### src/hdl/afc_pkg.sv
package afc_pkg;

  localparam int PLANE_COUNT = 6;
  localparam int PLANE_W     = 64;
  localparam int NORMAL_W    = 16;
  localparam int DIST_W      = 16;
  localparam int DIST_LSB    = 48;
  localparam int TAG_W       = 16;
  localparam int AXES        = 3;
  localparam int CFG_IDX_W   = 3;

  typedef enum logic [CFG_IDX_W-1:0] {
    PLANE_LEFT   = 3'd0,
    PLANE_RIGHT  = 3'd1,
    PLANE_TOP    = 3'd2,
    PLANE_BOTTOM = 3'd3,
    PLANE_NEAR   = 3'd4,
    PLANE_FAR    = 3'd5
  } plane_idx_t;

  typedef struct packed {
    logic valid;
    logic in_view;
  } ctl_t;

endpackage

### src/hdl/afc_cell.sv
module afc_cell
  import afc_pkg::*;
#(
  parameter int         COORD_WIDTH      = 16,
  parameter int         NORMAL_FRAC_BITS = 14,
  parameter plane_idx_t PLANE_IDX        = PLANE_LEFT
) (
  input  logic                          clk,
  input  logic                          rst_n,
  input  logic                          cfg_we,
  input  logic [CFG_IDX_W-1:0]          cfg_index,
  input  logic [PLANE_W-1:0]            cfg_wdata,
  input  ctl_t                          ctl_in,
  input  logic [TAG_W-1:0]              tag_in,
  input  logic signed [COORD_WIDTH-1:0] bmin_in [AXES],
  input  logic signed [COORD_WIDTH-1:0] bmax_in [AXES],
  output ctl_t                          ctl_out,
  output logic [TAG_W-1:0]              tag_out,
  output logic signed [COORD_WIDTH-1:0] bmin_out [AXES],
  output logic signed [COORD_WIDTH-1:0] bmax_out [AXES]
);

  localparam int PROD_W = NORMAL_W + COORD_WIDTH;
  localparam int DSH_W  = DIST_W + NORMAL_FRAC_BITS;
  localparam int ACC_W  = ((PROD_W > DSH_W) ? PROD_W : DSH_W) + 2;

  logic [PLANE_W-1:0] plane_r;

  // stage 1: corner select and products
  ctl_t                          s1_ctl_r;
  logic [TAG_W-1:0]              s1_tag_r;
  logic signed [COORD_WIDTH-1:0] s1_bmin_r [AXES];
  logic signed [COORD_WIDTH-1:0] s1_bmax_r [AXES];
  logic signed [PROD_W-1:0]      s1_prod_r [AXES];
  logic signed [PROD_W-1:0]      s1_prod_nxt [AXES];
  logic signed [DIST_W-1:0]      s1_dist_r;

  // stage 2: sum and plane test
  ctl_t                          ctl_r;
  ctl_t                          ctl_nxt;
  logic [TAG_W-1:0]              tag_r;
  logic signed [COORD_WIDTH-1:0] bmin_r [AXES];
  logic signed [COORD_WIDTH-1:0] bmax_r [AXES];
  logic signed [ACC_W-1:0]       acc;

  always_ff @(posedge clk) begin
    if (!rst_n) begin
      plane_r <= '0;
    end else if (cfg_we && (cfg_index == PLANE_IDX)) begin
      plane_r <= cfg_wdata;
    end
  end

  always_comb begin
    logic signed [NORMAL_W-1:0]    n;
    logic signed [COORD_WIDTH-1:0] c;
    for (int a = 0; a < AXES; a++) begin
      n = plane_r[NORMAL_W*a +: NORMAL_W];
      c = (!n[NORMAL_W-1] && (n != '0)) ? bmin_in[a] : bmax_in[a];
      s1_prod_nxt[a] = n * c;
    end
  end

  always_ff @(posedge clk) begin
    if (!rst_n) begin
      s1_ctl_r <= '0;
    end else begin
      s1_ctl_r <= ctl_in;
    end
  end

  always_ff @(posedge clk) begin
    s1_tag_r  <= tag_in;
    s1_bmin_r <= bmin_in;
    s1_bmax_r <= bmax_in;
    s1_prod_r <= s1_prod_nxt;
    s1_dist_r <= plane_r[DIST_LSB +: DIST_W];
  end

  always_comb begin
    acc = ACC_W'(s1_prod_r[0]) + ACC_W'(s1_prod_r[1]) + ACC_W'(s1_prod_r[2])
        + (ACC_W'(s1_dist_r) <<< NORMAL_FRAC_BITS);
    ctl_nxt.valid   = s1_ctl_r.valid;
    ctl_nxt.in_view = s1_ctl_r.in_view && !(!acc[ACC_W-1] && (acc != '0));
  end

  always_ff @(posedge clk) begin
    if (!rst_n) begin
      ctl_r <= '0;
    end else begin
      ctl_r <= ctl_nxt;
    end
  end

  always_ff @(posedge clk) begin
    tag_r  <= s1_tag_r;
    bmin_r <= s1_bmin_r;
    bmax_r <= s1_bmax_r;
  end

  assign ctl_out  = ctl_r;
  assign tag_out  = tag_r;
  assign bmin_out = bmin_r;
  assign bmax_out = bmax_r;

  a_valid_flow: assert property (@(posedge clk) disable iff (!rst_n)
    ctl_in.valid |=> ##1 ctl_r.valid)
    else $error("request lost in cell");

  a_no_revive: assert property (@(posedge clk) disable iff (!rst_n)
    (s1_ctl_r.valid && !s1_ctl_r.in_view) |=> !ctl_r.in_view)
    else $error("culled request marked in view");

  a_zero_plane: assert property (@(posedge clk) disable iff (!rst_n)
    (plane_r == '0 && ctl_in.valid && ctl_in.in_view) |=> ##1 ctl_r.in_view)
    else $error("zero plane culled a box");

endmodule

### config.mk
export PLATFORM = sky130hd
export DESIGN_NAME = afc_cell
export DESIGN_NICKNAME = d
export VERILOG_FILES = /design/src/hdl/afc_pkg.sv /design/src/hdl/afc_cell.sv
export SDC_FILE = /design/constraint.sdc
export NUM_CORES = 2
export LEC_CHECK = 0
export BUFFER_PORTS_ARGS = -buffer_cell sky130_fd_sc_hd__buf_4
export CORE_UTILIZATION = 42
export DETAILED_ROUTE_END_ITERATION = 16
export SKIP_LAST_GASP = 1
export SLEW_MARGIN = 10
export SYNTH_ARGS = -nofsm -noshare
export SYNTH_HDL_FRONTEND = slang
export SYNTH_SLANG_ARGS = --single-unit
export TNS_END_PERCENT = 20
### constraint.sdc
create_clock -name clk -period 22.6 [get_ports clk]
set_input_delay 2.26 -clock clk [delete_from_list [all_inputs] [get_ports clk]]
set_output_delay 2.26 -clock clk [all_outputs]
set_load 0.005 [all_outputs]
==> out/results.ini <==
[placement]
place_congestion=0.9004
io_buffers=297
hpwlAfterDp_mm=83.57

[sta]
finalSetupTns_ps=0
grt_setup_unrepaired=false
min_period_ps=8778
max_freq_ghz=0.1139
finalCritPeriodShare=0.3884
slew_headroom=0.2414
drv_slew=0
fin_worst_skew_ps=28.55
worst_pin_slew_ps=1116
finalHoldViolCount=0
setup_violations=0

[cts]
numCtsBuffers=47
root_buffer=clkbuf_16
cts_resized=0
clk_latency_ps=610
cts_sinks=404
clockBufferDepth=3
postCtsSetupBuffers=0
cts_hold_buf=0
ctsHtreeMaxLevel=2
cts_tree=done
clk_pin_slew_ps=60

[synthesis]
synth-async-reset-ratio=0
ys_ff_latch=404
synth_edf_count=0
syn_nets=5657
yosys_warnings=0
seq_area_frac_synth=0.1898
yosys.area.top_type_share=0.3947
yosysTopAreaCell=fa_1
synth_area_leaders=fa_1 39%, dfxtp_1 19%, inv_1 8.6%
synthCells=4345
synth_ff_type=dfxtp_1
netlist_area_sq_um=42600
synth.avg_cell_area_sq_um=9.805
synth.distinct_cells=75

[finish]
fin_nets=5892
fillers=9474
syn2layout_area_growth_pct=12.57
multi_input_area_sq_um=30280
final-seq-area_sq_um=8088
mostFrequentLayoutCells=978 x inv_1, 840 x fa_1, 478 x nand2_1, 404 x dfxtp_1, 345 x buf_4
final_common_cell=inv_1
final_layout_size_suffix_gt1_frac=0.1081

[die]
die_h_um=320.5
std_cell_rows=116
io_pins=298
start_util=0.4248
design.die.area_sq_um=102700
core_area_sq_um=100300
die_w_um=320.5

[pwr]
powerDensity_nw_per_um2=79.14
power.total_mw=3.795
vdd_drop_max_uv=114.6
leakage_nw=23.86

[global_route]
antenna_found_initial=2
grtUsageTotal=0.2143
grt_pass1_vias=31152
grt_max_degree=65
gr-total-overflow=0
grt_pass1_wl_mm=171.6

[drt]
vias_per_cell=4.831
dr.first_iter.drc_count=1537
dr.pass1.iters=5
routed_wl_mm=104.6
drc=0
ant_nets=0
routedWlPerCell_um=17.51
vias=28861

[min_path]
hold_path_depth=0
hold_path.class=reg -> reg
min_from=s1_bmax_r[47]$_DFF_P_

[worst_setup_path]
worst-endpoint-required_ps=23120
startpoint=plane_r[22]$_SDFFE_PN0P_
worstSetupPathType=reg -> reg
cp-end-kind=flop
worstPathArrival_ps=9300
r2r-start=plane_r[22]$_SDFFE_PN0P_
critPathLaunchType=flop
reg2reg_depth=26
path_max_fanout=18

[job]
maxCapViolCount=0

[status]
outcome=completed

==> sequential cells by signal, summed over array words and instances, names as in the netlist <==
| name | count |
|---|---|
| tag_out | 16 |
| bmin_out | 48 |
| s1_prod_r | 96 |
| s1_dist_r | 16 |
| ctl_nxt | 1 |
| ctl_out | 2 |
| plane_r | 64 |
| s1_tag_r | 16 |
| s1_ctl_r | 1 |
| bmax_out | 48 |
| s1_bmax_r | 48 |
| s1_bmin_r | 48 |
==> report_power, final <==
group	total (mW)	internal [mW]	switching [mW]
sequential	0.882	0.801	0.0811
clock	0.792	0.473	0.319
combinational	2.12	0.878	1.24
total	3.80	2.15	1.64
==> worst max-delay path: stages (launching register included) <==
cell,delay [ps]
dfxtp_1,990
nor4_1,120
a41oi_2,510
buf_4,350
mux2i_2,840
nor2b_1,160
fa_1,570
inv_1,50
fa_1,500
inv_1,60
fa_1,480
fa_1,510
fa_1,490
inv_1,50
fa_1,470
inv_1,40
ha_1,330
a21o_1,200
a21o_1,170
a21o_1,200
a21oi_1,120
nor2b_1,70
a221oi_1,550
a211oi_1,200
or3_1,340
a21oi_1,180
xnor2_1,120
==> cell usage after synthesis (all sizes together), types with 6 or more instances <==
master and n:
inv 980, fa 840, nand2 479, dfxtp 404
ha 288, nor2b 260, and2 150, clkbuf 140
a21oi 94, xnor2 93, nor2 86, a21boi 67
o21ai 47, nand2b 40, a21o 38, mux2 28
mux2i 26, xor2 26, nor3 23, nand3 21
a211oi 19, buf 19, or2 19, nor4 17
o21bai 16, a31oi 13, and3 11, o21a 11
or3 10, o31ai 9, a2111oi 6
==> per-layer routing <==
metal / routed length, um / vias to the layer above / track usage
li1: - / 13423 / -
met1: 45280 / 14810 / 0.2808
met2: 52770 / 516 / 0.3728
met3: 4159 / 112 / 0.02886
met4: 2388 / 0 / 0.05253
met5: 0 / - / 0
==> area by class of cell <==
class | instances | share of cell area
inverter | 980 | 0.07671
timing repair buffer | 345 | 0.05401
multi-input combinational | 2802 | 0.6314
clock buffer | 63 | 0.02854
sequential | 404 | 0.1687
antenna | 1 | 0.00005218
tap | 1357 | 0.03541
clock inverter | 22 | 0.005244
==> logic make-up (layout without fill, tap and decap cells) <==
kind of cell,Yosys count,after routing,share of synthesized area
compound gates,364,364,0.05810
other cells,0,1,0
fa+ha+maj,1128,1128,0.4793
flops,404,404,0.1898
xor+xnor,119,119,0.02491
simple gates,1137,1137,0.1337
buf+inv,1139,1410,0.1006
mux,54,54,0.01351
==> path summary, 6_finish.rpt <==
| check | end | slack [ps] |
|---|---|---|
| worst min-delay path | bmax_out[47]$_DFF_P_ | 320 |
| worst max register to register | s1_prod_r[62]$_DFF_P_ | 13820 |
| worst min register to register | bmax_out[47]$_DFF_P_ | 320 |
| worst max-delay path | s1_prod_r[62]$_DFF_P_ | 13820 |
==> per-stage QoR <==
step / instances / instance area, sq um / util / setup WS, ps / hold slack [ps]
4_1_cts: 5973 / 47950 / 0.4781 / 13870 / 319.2
3_3_place_gp: 5888 / 46330 / 0.4620 / 13550 / 309.6
3_5_place_dp: 5888 / 46330 / 0.4620 / 13490 / 312.1
6_report: 5974 / 47950 / 0.4782 / 13820 / 320.2
5_1_grt: 5973 / 47950 / 0.4781 / 13410 / 319.8
2_1_floorplan: 4345 / 42600 / - / 14230 / 309.6
Power figures use the tool's default switching activity.
